--- src/hdl/iads_pkg.sv ---
// Shared types and constants for the indexed array insert/delete/search block.
// Used by the controller, the datapath, the top level and the checker.
`timescale 1ns / 1ps

package iads_pkg;

    localparam int CAPACITY = 64;
    localparam int DATA_W   = 32;
    localparam int CMD_W    = 3;
    localparam int POS_W    = 7;
    localparam int CNT_W    = 7;
    localparam int IDX_W    = 6;
    localparam int STAT_W   = 3;

    typedef enum logic [CMD_W-1:0] {
        CMD_CLEAR  = 3'd0,
        CMD_INSERT = 3'd1,
        CMD_DELETE = 3'd2,
        CMD_SEARCH = 3'd3,
        CMD_DUMP   = 3'd4
    } t_cmd;

    typedef enum logic [STAT_W-1:0] {
        ST_OK        = 3'd0,
        ST_FULL      = 3'd1,
        ST_EMPTY     = 3'd2,
        ST_BADINDEX  = 3'd3,
        ST_NOTFOUND  = 3'd4,
        ST_BADCMD    = 3'd5
    } t_status;

    typedef enum logic [2:0] {
        PTR_HOLD,
        PTR_CNT_M1,
        PTR_POS_P1,
        PTR_ZERO,
        PTR_INC,
        PTR_DEC
    } t_ptr_op;

    typedef enum logic [1:0] {
        CNT_HOLD,
        CNT_CLR,
        CNT_INC,
        CNT_DEC
    } t_cnt_op;

    typedef enum logic [1:0] {
        WR_NONE,
        WR_UP,
        WR_DOWN,
        WR_VALUE
    } t_wr_op;

    // Commands from the controller to the datapath.
    typedef struct packed {
        logic    capture;
        t_ptr_op ptr_op;
        logic    rd_en;
        t_wr_op  wr_op;
        t_cnt_op cnt_op;
        logic    emit;
        t_status emit_status;
        logic    emit_last;
        logic    emit_rd_idx;
        logic    emit_rd_data;
    } t_dp_cmd;

    // Status from the datapath to the controller.
    typedef struct packed {
        t_cmd cmd;
        logic cnt_zero;
        logic cnt_full;
        logic pos_gt_cnt;
        logic pos_eq_cnt;
        logic pos_ge_cnt;
        logic pos_p1_eq_cnt;
        logic ptr_eq_pos;
        logic ptr_eq_cnt_m1;
        logic rd_valid;
        logic rd_match;
        logic rd_last;
    } t_dp_stat;

endpackage

--- src/hdl/indexed_array_insert_delete_search.sv ---
// Top level of the ordered-list block: controller plus datapath.
// Depends on iads_pkg, iads_ctrl, iads_dp (and through it iads_ram).
`timescale 1ns / 1ps

// Channel   Direction  Handshake               Payload
// --------  ---------  ----------------------  --------------------------------------
// command   in         start high, busy low    i_command, i_value, i_position
// result    out        o_strobe, one cycle     o_status, o_found_index, o_data, o_last
//
// Busy rises after the accepting edge and covers the decode state plus the walk through
// the RAM, one entry per cycle, for a search or dump (a search ends early on a match), an
// insert at p < n or a delete at p < n - 1. Clear, errors, empty cases and deleting the
// last entry finish in the decode state; an insert at the end goes on to the value write.
// A dump streams one result per cycle; the final result has o_last set and busy is
// already low in that cycle. Reset is synchronous, active low, empties the list and needs
// no clearing pass. The receiver cannot stall.

module indexed_array_insert_delete_search (
    input  logic                               i_clk,
    input  logic                               i_rst_n,
    input  logic                               start,
    output logic                               busy,
    input  logic [iads_pkg::CMD_W-1:0]         i_command,
    input  logic signed [iads_pkg::DATA_W-1:0] i_value,
    input  logic [iads_pkg::POS_W-1:0]         i_position,
    output logic                               o_strobe,
    output logic [iads_pkg::STAT_W-1:0]        o_status,
    output logic [iads_pkg::IDX_W-1:0]         o_found_index,
    output logic signed [iads_pkg::DATA_W-1:0] o_data,
    output logic                               o_last
);
    import iads_pkg::*;

    // The controller only sees status flags; all entry data stays in the datapath.
    t_dp_cmd  dp_cmd;
    t_dp_stat dp_stat;

    iads_ctrl u_ctrl (
        .i_clk  (i_clk),
        .i_rst_n(i_rst_n),
        .start  (start),
        .busy   (busy),
        .i_stat (dp_stat),
        .o_cmd  (dp_cmd)
    );

    // Shifts are pipelined: the entry read in one cycle is written one slot up or
    // down in the next while the following read is issued.
    iads_dp u_dp (
        .i_clk        (i_clk),
        .i_rst_n      (i_rst_n),
        .i_cmd        (dp_cmd),
        .o_stat       (dp_stat),
        .i_command    (i_command),
        .i_value      (i_value),
        .i_position   (i_position),
        .o_strobe     (o_strobe),
        .o_status     (o_status),
        .o_found_index(o_found_index),
        .o_data       (o_data),
        .o_last       (o_last)
    );

endmodule

--- src/hdl/iads_ram.sv ---
// Generic single-clock RAM with one write port and one registered read port.
// Stands alone; depends on nothing else.
`timescale 1ns / 1ps

module iads_ram #(
    parameter int WIDTH = 32,
    parameter int DEPTH = 64
) (
    input  logic                     i_clk,
    input  logic                     i_we,
    input  logic [$clog2(DEPTH)-1:0] i_waddr,
    input  logic [WIDTH-1:0]         i_wdata,
    input  logic                     i_re,
    input  logic [$clog2(DEPTH)-1:0] i_raddr,
    output logic [WIDTH-1:0]         o_rdata
);

    logic [WIDTH-1:0] r_mem [DEPTH];
    logic [WIDTH-1:0] r_rdata;

    always_ff @(posedge i_clk) begin
        if (i_we) begin
            r_mem[i_waddr] <= i_wdata;
        end
        if (i_re) begin
            r_rdata <= r_mem[i_raddr];
        end
    end

    assign o_rdata = r_rdata;

endmodule

--- src/hdl/iads_dp.sv ---
// Datapath: latched item, entry count, scan pointer, entry RAM and result registers.
// Depends on iads_pkg and iads_ram.
`timescale 1ns / 1ps

module iads_dp (
    input  logic                            i_clk,
    input  logic                            i_rst_n,
    input  iads_pkg::t_dp_cmd               i_cmd,
    output iads_pkg::t_dp_stat              o_stat,
    input  logic [iads_pkg::CMD_W-1:0]      i_command,
    input  logic signed [iads_pkg::DATA_W-1:0] i_value,
    input  logic [iads_pkg::POS_W-1:0]      i_position,
    output logic                            o_strobe,
    output logic [iads_pkg::STAT_W-1:0]     o_status,
    output logic [iads_pkg::IDX_W-1:0]      o_found_index,
    output logic signed [iads_pkg::DATA_W-1:0] o_data,
    output logic                            o_last
);
    import iads_pkg::*;

    logic [CMD_W-1:0]         r_cmd;
    logic signed [DATA_W-1:0] r_value;
    logic [POS_W-1:0]         r_pos;
    logic [CNT_W-1:0]         r_count;
    logic [CNT_W-1:0]         n_count;
    logic [IDX_W-1:0]         r_ptr;
    logic [IDX_W-1:0]         n_ptr;
    logic                     r_rv;
    logic [IDX_W-1:0]         r_ra;
    logic [CNT_W-1:0]         cnt_m1;
    logic [DATA_W-1:0]        rdata;
    logic                     we;
    logic [IDX_W-1:0]         waddr;
    logic [DATA_W-1:0]        wdata;

    logic                     r_strobe;
    logic [STAT_W-1:0]        r_status;
    logic [IDX_W-1:0]         r_idx;
    logic signed [DATA_W-1:0] r_data;
    logic                     r_last;

    assign cnt_m1 = r_count - CNT_W'(1);

    always_comb begin
        case (i_cmd.ptr_op)
            PTR_CNT_M1: n_ptr = cnt_m1[IDX_W-1:0];
            PTR_POS_P1: n_ptr = r_pos[IDX_W-1:0] + IDX_W'(1);
            PTR_ZERO:   n_ptr = '0;
            PTR_INC:    n_ptr = r_ptr + IDX_W'(1);
            PTR_DEC:    n_ptr = r_ptr - IDX_W'(1);
            default:    n_ptr = r_ptr;
        endcase
    end

    always_comb begin
        case (i_cmd.cnt_op)
            CNT_CLR: n_count = '0;
            CNT_INC: n_count = r_count + CNT_W'(1);
            CNT_DEC: n_count = r_count - CNT_W'(1);
            default: n_count = r_count;
        endcase
    end

    // Shift writes use the data read in the previous cycle.
    always_comb begin
        we    = 1'b1;
        waddr = r_ra;
        wdata = rdata;
        case (i_cmd.wr_op)
            WR_UP:    waddr = r_ra + IDX_W'(1);
            WR_DOWN:  waddr = r_ra - IDX_W'(1);
            WR_VALUE: begin
                waddr = r_pos[IDX_W-1:0];
                wdata = r_value;
            end
            default:  we = 1'b0;
        endcase
    end

    iads_ram #(
        .WIDTH(DATA_W),
        .DEPTH(CAPACITY)
    ) u_ram (
        .i_clk  (i_clk),
        .i_we   (we),
        .i_waddr(waddr),
        .i_wdata(wdata),
        .i_re   (i_cmd.rd_en),
        .i_raddr(r_ptr),
        .o_rdata(rdata)
    );

    always_ff @(posedge i_clk) begin
        if (!i_rst_n) begin
            r_count  <= '0;
            r_rv     <= 1'b0;
            r_strobe <= 1'b0;
        end else begin
            r_count  <= n_count;
            r_rv     <= i_cmd.rd_en;
            r_strobe <= i_cmd.emit;
        end
        if (i_cmd.capture) begin
            r_cmd   <= i_command;
            r_value <= i_value;
            r_pos   <= i_position;
        end
        r_ptr <= n_ptr;
        if (i_cmd.rd_en) begin
            r_ra <= r_ptr;
        end
        if (i_cmd.emit) begin
            r_status <= i_cmd.emit_status;
            r_idx    <= i_cmd.emit_rd_idx ? r_ra : '0;
            r_data   <= i_cmd.emit_rd_data ? $signed(rdata) : '0;
            r_last   <= i_cmd.emit_last;
        end
    end

    always_comb begin
        o_stat.cmd           = t_cmd'(r_cmd);
        o_stat.cnt_zero      = (r_count == '0);
        o_stat.cnt_full      = (r_count >= CNT_W'(CAPACITY));
        o_stat.pos_gt_cnt    = (r_pos > r_count);
        o_stat.pos_eq_cnt    = (r_pos == r_count);
        o_stat.pos_ge_cnt    = (r_pos >= r_count);
        o_stat.pos_p1_eq_cnt = ((r_pos + POS_W'(1)) == r_count);
        o_stat.ptr_eq_pos    = ({1'b0, r_ptr} == r_pos);
        o_stat.ptr_eq_cnt_m1 = ({1'b0, r_ptr} == cnt_m1);
        o_stat.rd_valid      = r_rv;
        o_stat.rd_match      = ($signed(rdata) == r_value);
        o_stat.rd_last       = ({1'b0, r_ra} == cnt_m1);
    end

    assign o_strobe      = r_strobe;
    assign o_status      = r_status;
    assign o_found_index = r_idx;
    assign o_data        = r_data;
    assign o_last        = r_last;

endmodule

--- src/hdl/iads_ctrl.sv ---
// Controller state machine: decodes each command and sequences the datapath.
// Depends on iads_pkg.
`timescale 1ns / 1ps

module iads_ctrl (
    input  logic               i_clk,
    input  logic               i_rst_n,
    input  logic               start,
    output logic               busy,
    input  iads_pkg::t_dp_stat i_stat,
    output iads_pkg::t_dp_cmd  o_cmd
);
    import iads_pkg::*;

    typedef enum logic [3:0] {
        S_IDLE,
        S_DECODE,
        S_INS_RD,
        S_INS_DRAIN,
        S_INS_VAL,
        S_DEL_RD,
        S_DEL_DRAIN,
        S_SCAN,
        S_SCAN_TAIL
    } t_state;

    t_state r_state;
    t_state n_state;
    logic   r_busy;

    // Helper for the final result of a command: emit with the given status and last set.
    function automatic t_dp_cmd finish(input t_dp_cmd c, input t_status s);
        t_dp_cmd r;
        r             = c;
        r.emit        = 1'b1;
        r.emit_status = s;
        r.emit_last   = 1'b1;
        return r;
    endfunction

    always_comb begin
        o_cmd              = '0;
        o_cmd.ptr_op       = PTR_HOLD;
        o_cmd.wr_op        = WR_NONE;
        o_cmd.cnt_op       = CNT_HOLD;
        o_cmd.emit_status  = ST_OK;
        n_state            = r_state;
        case (r_state)
            S_IDLE: begin
                if (start && !r_busy) begin
                    o_cmd.capture = 1'b1;
                    n_state       = S_DECODE;
                end
            end
            S_DECODE: begin
                n_state = S_IDLE;
                case (i_stat.cmd)
                    CMD_CLEAR: begin
                        o_cmd        = finish(o_cmd, ST_OK);
                        o_cmd.cnt_op = CNT_CLR;
                    end
                    CMD_INSERT: begin
                        if (i_stat.cnt_full) begin
                            o_cmd = finish(o_cmd, ST_FULL);
                        end else if (i_stat.pos_gt_cnt) begin
                            o_cmd = finish(o_cmd, ST_BADINDEX);
                        end else if (i_stat.pos_eq_cnt) begin
                            n_state = S_INS_VAL;
                        end else begin
                            o_cmd.ptr_op = PTR_CNT_M1;
                            n_state      = S_INS_RD;
                        end
                    end
                    CMD_DELETE: begin
                        if (i_stat.cnt_zero) begin
                            o_cmd = finish(o_cmd, ST_EMPTY);
                        end else if (i_stat.pos_ge_cnt) begin
                            o_cmd = finish(o_cmd, ST_BADINDEX);
                        end else if (i_stat.pos_p1_eq_cnt) begin
                            o_cmd        = finish(o_cmd, ST_OK);
                            o_cmd.cnt_op = CNT_DEC;
                        end else begin
                            o_cmd.ptr_op = PTR_POS_P1;
                            n_state      = S_DEL_RD;
                        end
                    end
                    CMD_SEARCH, CMD_DUMP: begin
                        if (i_stat.cnt_zero) begin
                            o_cmd = finish(o_cmd, ST_EMPTY);
                        end else begin
                            o_cmd.ptr_op = PTR_ZERO;
                            n_state      = S_SCAN;
                        end
                    end
                    default: begin
                        o_cmd = finish(o_cmd, ST_BADCMD);
                    end
                endcase
            end
            S_INS_RD: begin
                o_cmd.rd_en  = 1'b1;
                o_cmd.ptr_op = PTR_DEC;
                if (i_stat.rd_valid) begin
                    o_cmd.wr_op = WR_UP;
                end
                if (i_stat.ptr_eq_pos) begin
                    n_state = S_INS_DRAIN;
                end
            end
            S_INS_DRAIN: begin
                o_cmd.wr_op = WR_UP;
                n_state     = S_INS_VAL;
            end
            S_INS_VAL: begin
                o_cmd        = finish(o_cmd, ST_OK);
                o_cmd.wr_op  = WR_VALUE;
                o_cmd.cnt_op = CNT_INC;
                n_state      = S_IDLE;
            end
            S_DEL_RD: begin
                o_cmd.rd_en  = 1'b1;
                o_cmd.ptr_op = PTR_INC;
                if (i_stat.rd_valid) begin
                    o_cmd.wr_op = WR_DOWN;
                end
                if (i_stat.ptr_eq_cnt_m1) begin
                    n_state = S_DEL_DRAIN;
                end
            end
            S_DEL_DRAIN: begin
                o_cmd        = finish(o_cmd, ST_OK);
                o_cmd.wr_op  = WR_DOWN;
                o_cmd.cnt_op = CNT_DEC;
                n_state      = S_IDLE;
            end
            S_SCAN: begin
                if (i_stat.cmd == CMD_SEARCH && i_stat.rd_valid && i_stat.rd_match) begin
                    o_cmd             = finish(o_cmd, ST_OK);
                    o_cmd.emit_rd_idx = 1'b1;
                    n_state           = S_IDLE;
                end else begin
                    o_cmd.rd_en  = 1'b1;
                    o_cmd.ptr_op = PTR_INC;
                    if (i_stat.cmd == CMD_DUMP && i_stat.rd_valid) begin
                        o_cmd.emit         = 1'b1;
                        o_cmd.emit_status  = ST_OK;
                        o_cmd.emit_last    = i_stat.rd_last;
                        o_cmd.emit_rd_idx  = 1'b1;
                        o_cmd.emit_rd_data = 1'b1;
                    end
                    if (i_stat.ptr_eq_cnt_m1) begin
                        n_state = S_SCAN_TAIL;
                    end
                end
            end
            S_SCAN_TAIL: begin
                n_state = S_IDLE;
                if (i_stat.cmd == CMD_DUMP) begin
                    o_cmd              = finish(o_cmd, ST_OK);
                    o_cmd.emit_rd_idx  = 1'b1;
                    o_cmd.emit_rd_data = 1'b1;
                end else if (i_stat.rd_match) begin
                    o_cmd             = finish(o_cmd, ST_OK);
                    o_cmd.emit_rd_idx = 1'b1;
                end else begin
                    o_cmd = finish(o_cmd, ST_NOTFOUND);
                end
            end
            default: begin
                n_state = S_IDLE;
            end
        endcase
    end

    always_ff @(posedge i_clk) begin
        if (!i_rst_n) begin
            r_state <= S_IDLE;
            r_busy  <= 1'b0;
        end else begin
            r_state <= n_state;
            r_busy  <= (n_state != S_IDLE);
        end
    end

    assign busy = r_busy;

endmodule

--- config.mk ---
export PLATFORM = sky130hd
export DESIGN_NAME = indexed_array_insert_delete_search
export DESIGN_NICKNAME = d
export VERILOG_FILES = /design/src/hdl/iads_pkg.sv /design/src/hdl/indexed_array_insert_delete_search.sv /design/src/hdl/iads_ram.sv /design/src/hdl/iads_dp.sv /design/src/hdl/iads_ctrl.sv
export SDC_FILE = /design/constraint.sdc
export NUM_CORES = 2
export LEC_CHECK = 0
export BUFFER_PORTS_ARGS = -buffer_cell sky130_fd_sc_hd__buf_2
export CAP_MARGIN = 20
export CORE_MARGIN = 2
export CORE_UTILIZATION = 34
export DETAILED_ROUTE_END_ITERATION = 10
export MAX_ROUTING_LAYER = met4
export PLACE_DENSITY_LB_ADDON = 0.08
export SLEW_MARGIN = 25
export SYNTH_ARGS = -nofsm -noshare
export SYNTH_HDL_FRONTEND = slang
export SYNTH_SLANG_ARGS = --single-unit
export TNS_END_PERCENT = 5
--- constraint.sdc ---
create_clock -name i_clk -period 8.2 [get_ports i_clk]
set_clock_uncertainty 0.2 [all_clocks]
set_input_delay 0.41 -clock i_clk [delete_from_list [all_inputs] [get_ports i_clk]]
set_output_delay 0.41 -clock i_clk [all_outputs]
set_load 0.03 [all_outputs]
==> out/results.txt <==
The tightest min-delay check is of the in -> reg type. The number of flops mapped to enable cells by yosys works out to 2176. The setup path with the least slack is of type reg -> reg.

For the worst setup path, the data arrival time is 6050 ps. Number of placed instances with taps included: 6962. The clock drives 2190 sinks.

Among all flip-flop cells after synthesis, the most frequent one is sky130_fd_sc_hd__edfxtp_1. The number of antenna violations at the first check in global routing is 24. The core region is 0.249 mm². The logs give 22.9 mW for the post-route total power and 4.68 mW for the switching component of the power. The via count was 39747.

For the final hold slack, the log shows 70.0 ps. The final routed wirelength across all metal layers came out at 258000 µm. The power density of the placed cells is 231 mW/mm². The minimum setup slack among reg-to-reg paths was 2450 ps. The logs give 77.0% for the portion of the post-synthesis area used by sequential elements and 0.818 for the final weighted congestion in routability-driven placement. For this run, the detailed router's first-pass iteration total came to 5. The worst hold path terminates at u_dp.r_value[1]$_DFFE_PP_. Launch point of the worst reg-to-reg path: u_ctrl.r_state[1]$_SDFF_PN0_.

The internal power of the cells totals 18.2 mW. For the global-route wire length before repair, the log shows 355000 µm. At the worst endpoint, the required time is 8500 ps. The largest total area in the synthesized netlist belongs to sky130_fd_sc_hd__edfxtp_1. Mean cell area of the mapped netlist: 23.5 µm². Timing would allow up to 0.174 GHz. Setup repair after global routing left no endpoint under its margin.

The floorplan step defined a die boundary enclosing 0.255 mm². At the pin with the least slew margin, the transition time is 1090 ps. The floorplan has 183 rows.

The synthesized netlist occupies a cell area of 0.0852 mm². Setup violations remaining at the end of the flow were counted as 0. Clock-pin slew was measured on the worst setup and hold paths at 60 ps. The post-layout minimum cycle time was 5750 ps.

After synthesis the netlist holds a flip-flop and latch count of 2190. The remaining routing DRC violations came out at 0. The die is 505 µm wide. Of the total power, the share spent switching nets is 20.4%.

The run gives 40050 as the via count of the first global-routing pass. The fraction of final layout cells sized beyond drive strength 1 came out at 31.6%. Cell depth of the worst flop-to-flop path: 16.

Final net count: 4011. The run gives 7483 as the filler-free cell count of the finished design. The area share of the leading cell type in the synthesized netlist came out at 76.7%.

The tools report the kind of end point of the critical path as a flip-flop. For the overflow left after global routing, the log shows 0. The flow ran to the end, and the final reports show no timing, DRC or antenna violations. The relative max-transition margin was 27.6%; the initial core utilization was 34.2%. The tools report the clock tree root driver cell as sky130_fd_sc_hd__clkbuf_16.

Global routing used 20.8% of the available tracks. TritonCTS built the clock tree. For the final routed database, the setup TNS stands at 0 ps.

Across the run, the number of max-cap violations was 0. Summed over all cells, the static leakage comes to 30.9 nW. Of the total power, the clock network draws 45.5%. The area growth from synthesis to layout is 16.2%.

The peak ir drop on the vdd network came out at 220 µV. For the final non-filler cell area, the log shows 0.0990 mm². The hold violation count in the final report came out at 0. Critical path launch point type: a flip-flop.

The worst hold path begins at i_value[1]. Per report_power, the sequential group accounts for 53.4% of the total. The synthesized netlist contains 66 unique library cells.

The Yosys step of the flow raised 0 warnings. In this run the count of I/O pins placed on the die edge is 89. Sorting the synthesized cells by area gives the leading types as sky130_fd_sc_hd__edfxtp_1 77%, sky130_fd_sc_hd__mux4_2 17%, sky130_fd_sc_hd__mux2_2 0.63%, sky130_fd_sc_hd__xor2_1 0.49%, sky130_fd_sc_hd__nor2_1 0.44%.

Of all flip-flops after synthesis, the portion carrying an async set or reset was 0%. During placement, the flow inserted port buffers numbering 88. After filler insertion, the fill cell instance count of the layout stands at 22025. After detailed placement, the total cell area comes to 0.0907 mm².

The DRC marker count from the first detailed-route iteration is 4593. Summed over all nets, the half-perimeter wirelength after detailed placement is 157000 µm. For the largest net degree at the start of global routing, the log shows 118. End of the worst register-to-register path: u_dp.u_ram.r_mem[9][26]$_DFFE_PP_.

Counting every instance in the synthesized netlist gives 3618. Level count of the clock H-tree: 4. Of all nets on the critical path, the largest fanout is 24. The worst hold path passes through 2 cells. After detailed routing, the number of vias per cell comes to 5.31. The number of nets produced by synthesis was 3687. Combinational logic is responsible for 1.1% of the overall power. Clock latency on the worst-skew pair, taken at its later pin, is 890 ps. After detailed routing, the average wire length per cell comes to 34.4 µm. Measured along the y axis, the die boundary spans 505 µm. The worst path uses 70.1% of the clock period. No sink is reached through more buffers than the 3 on the longest clock path. The detail route stage leaves a number of antenna-violating nets equal to 0.

Buffers inserted during clock tree synthesis total 237. The tools report the count of pins over their slew limit as 0.
[critical path, stage by stage, from the launching register on]
cell and delay, ps:
sky130_fd_sc_hd__dfxtp_1 480, sky130_fd_sc_hd__nor2_1 300, sky130_fd_sc_hd__a22oi_1 140, sky130_fd_sc_hd__nor2_1 460, sky130_fd_sc_hd__inv_1 170, sky130_fd_sc_hd__ha_1 330
sky130_fd_sc_hd__ha_1 310, sky130_fd_sc_hd__a21o_1 180, sky130_fd_sc_hd__a21oi_1 240, sky130_fd_sc_hd__o21bai_1 90, sky130_fd_sc_hd__a21oi_1 200, sky130_fd_sc_hd__xnor2_1 160
sky130_fd_sc_hd__mux2i_1 160, sky130_fd_sc_hd__a211o_2 680, sky130_fd_sc_hd__buf_4 400, sky130_fd_sc_hd__nor2_4 360, sky130_fd_sc_hd__buf_4 450
[logic make-up after synthesis]
group                      Yosys count  share of synthesized area, %
AOI/OAI and AO/OA                  118                         0.890
xor gates and xnor gates            73                         0.767
adders and majority gates           24                         0.370
buffers and inverters              211                          1.09
DFF                               2190                          77.0
muxes                              722                          18.2
and+or+nand+nor                    280                          1.63
[routing by layer]
layer	global-route usage, %	vias up	part of all wire, %
met3	2.42	258	4.5
met5	-	-	0
met4	3.72	0	1.7
li1	-	16145	-
met1	30.3	22215	46
met2	31.7	1129	47
[cell type report]
| type | instances | area (µm²) | area share [%] |
|---|---|---|---|
| Multi-Input combinational cell | 1217 | 19300 | 19.5 |
| Sequential cell | 2190 | 65600 | 66.3 |
| Timing Repair Buffer | 268 | 2250 | 2.27 |
| Tap cell | 3330 | 4170 | 4.21 |
| Clock buffer | 295 | 6150 | 6.21 |
| Inverter | 28 | 105 | 0.106 |
| Clock inverter | 145 | 1380 | 1.39 |
| Antenna cell | 10 | 25.0 | 0.0253 |
[synth_stat cells, drive strengths merged, types with 22 or more instances]
| cell | count |
|---|---|
| xnor2 | 24 |
| a21oi | 31 |
| clkbuf | 99 |
| inv | 28 |
| edfxtp | 2176 |
| buf | 84 |
| mux4 | 659 |
| xor2 | 48 |
| nand2 | 62 |
| ha | 22 |
| nor2 | 101 |
| o21ai | 29 |
| mux2 | 48 |
| and2 | 43 |
[flip-flops by register name (all words and copies together) (netlist names)]
signal and cells:
u_ctrl.busy 1, u_ctrl.r_state 4, u_dp.o_data 32, u_dp.o_found_index 6, u_dp.o_last 1, u_dp.o_status 3, u_dp.o_strobe 1, u_dp.r_cmd 3
u_dp.r_count 7, u_dp.r_pos 7, u_dp.r_ptr 6, u_dp.r_ra 6, u_dp.r_rv 1, u_dp.r_value 32, u_dp.u_ram.o_rdata 32, u_dp.u_ram.r_mem 2048
[what timing repair did]
item                                   CTS  global route
hold buffers                            66             0
endpoints found under the hold margin   65             0
buffers inserted                         0             0
gates resized for setup                  0             0
[per-stage QoR]
stage / utilization [%] / setup WS (ps)
6_report: 39.8 / 2450
5_1_grt: 39.8 / 2210
4_1_cts: 39.7 / 2400
3_5_place_dp: 36.4 / 2410
3_3_place_gp: 36.4 / 2480
2_1_floorplan: - / 3160
[power by group through the flow]
stage	Sequential, mW	Clock, mW	Combinational, mW
finish	12.2	10.4	0.256
CTS	12.2	10.7	0.263
detailed placement	12.4	0	0.238
global route	12.2	11.1	0.273
floorplan	12.4	0	0.104
global placement	12.4	0	0.232
[worst max path at each step]
stage                                 startpoint                            endpoint  slack (ps)
floorplan           u_ctrl.r_state[1]$_SDFF_PN0_   u_dp.u_ram.r_mem[16][0]$_DFFE_PP_        3160
global placement    u_ctrl.r_state[1]$_SDFF_PN0_   u_dp.u_ram.r_mem[8][15]$_DFFE_PP_        2480
detailed placement  u_ctrl.r_state[1]$_SDFF_PN0_   u_dp.u_ram.r_mem[8][15]$_DFFE_PP_        2410
CTS                 u_ctrl.r_state[1]$_SDFF_PN0_   u_dp.u_ram.r_mem[8][23]$_DFFE_PP_        2400
global route        u_ctrl.r_state[1]$_SDFF_PN0_  u_dp.u_ram.r_mem[46][27]$_DFFE_PP_        2210
finish              u_ctrl.r_state[1]$_SDFF_PN0_   u_dp.u_ram.r_mem[9][26]$_DFFE_PP_        2450
[cell usage in the layout, fill, tap and decap left out, types with 14 or more instances in the layout]
cell / instances
sky130_fd_sc_hd__a21oi_1: 30
sky130_fd_sc_hd__and2_1: 43
sky130_fd_sc_hd__buf_12: 18
sky130_fd_sc_hd__buf_2: 88
sky130_fd_sc_hd__buf_4: 91
sky130_fd_sc_hd__bufinv_16: 20
sky130_fd_sc_hd__clkbuf_1: 58
sky130_fd_sc_hd__clkbuf_16: 237
sky130_fd_sc_hd__clkinv_1: 64
sky130_fd_sc_hd__clkinv_2: 41
sky130_fd_sc_hd__dfxtp_1: 14
sky130_fd_sc_hd__dlygate4sd3_1: 66
sky130_fd_sc_hd__edfxtp_1: 2176
sky130_fd_sc_hd__ha_1: 21
sky130_fd_sc_hd__inv_1: 28
sky130_fd_sc_hd__mux2_2: 17
sky130_fd_sc_hd__mux2_4: 29
sky130_fd_sc_hd__mux2i_1: 15
sky130_fd_sc_hd__mux4_2: 659
sky130_fd_sc_hd__nand2_1: 60
sky130_fd_sc_hd__nor2_1: 37
sky130_fd_sc_hd__nor2_4: 64
sky130_fd_sc_hd__o21ai_0: 28
sky130_fd_sc_hd__xnor2_1: 24
sky130_fd_sc_hd__xor2_1: 48
(Power assumes the default switching activity.)
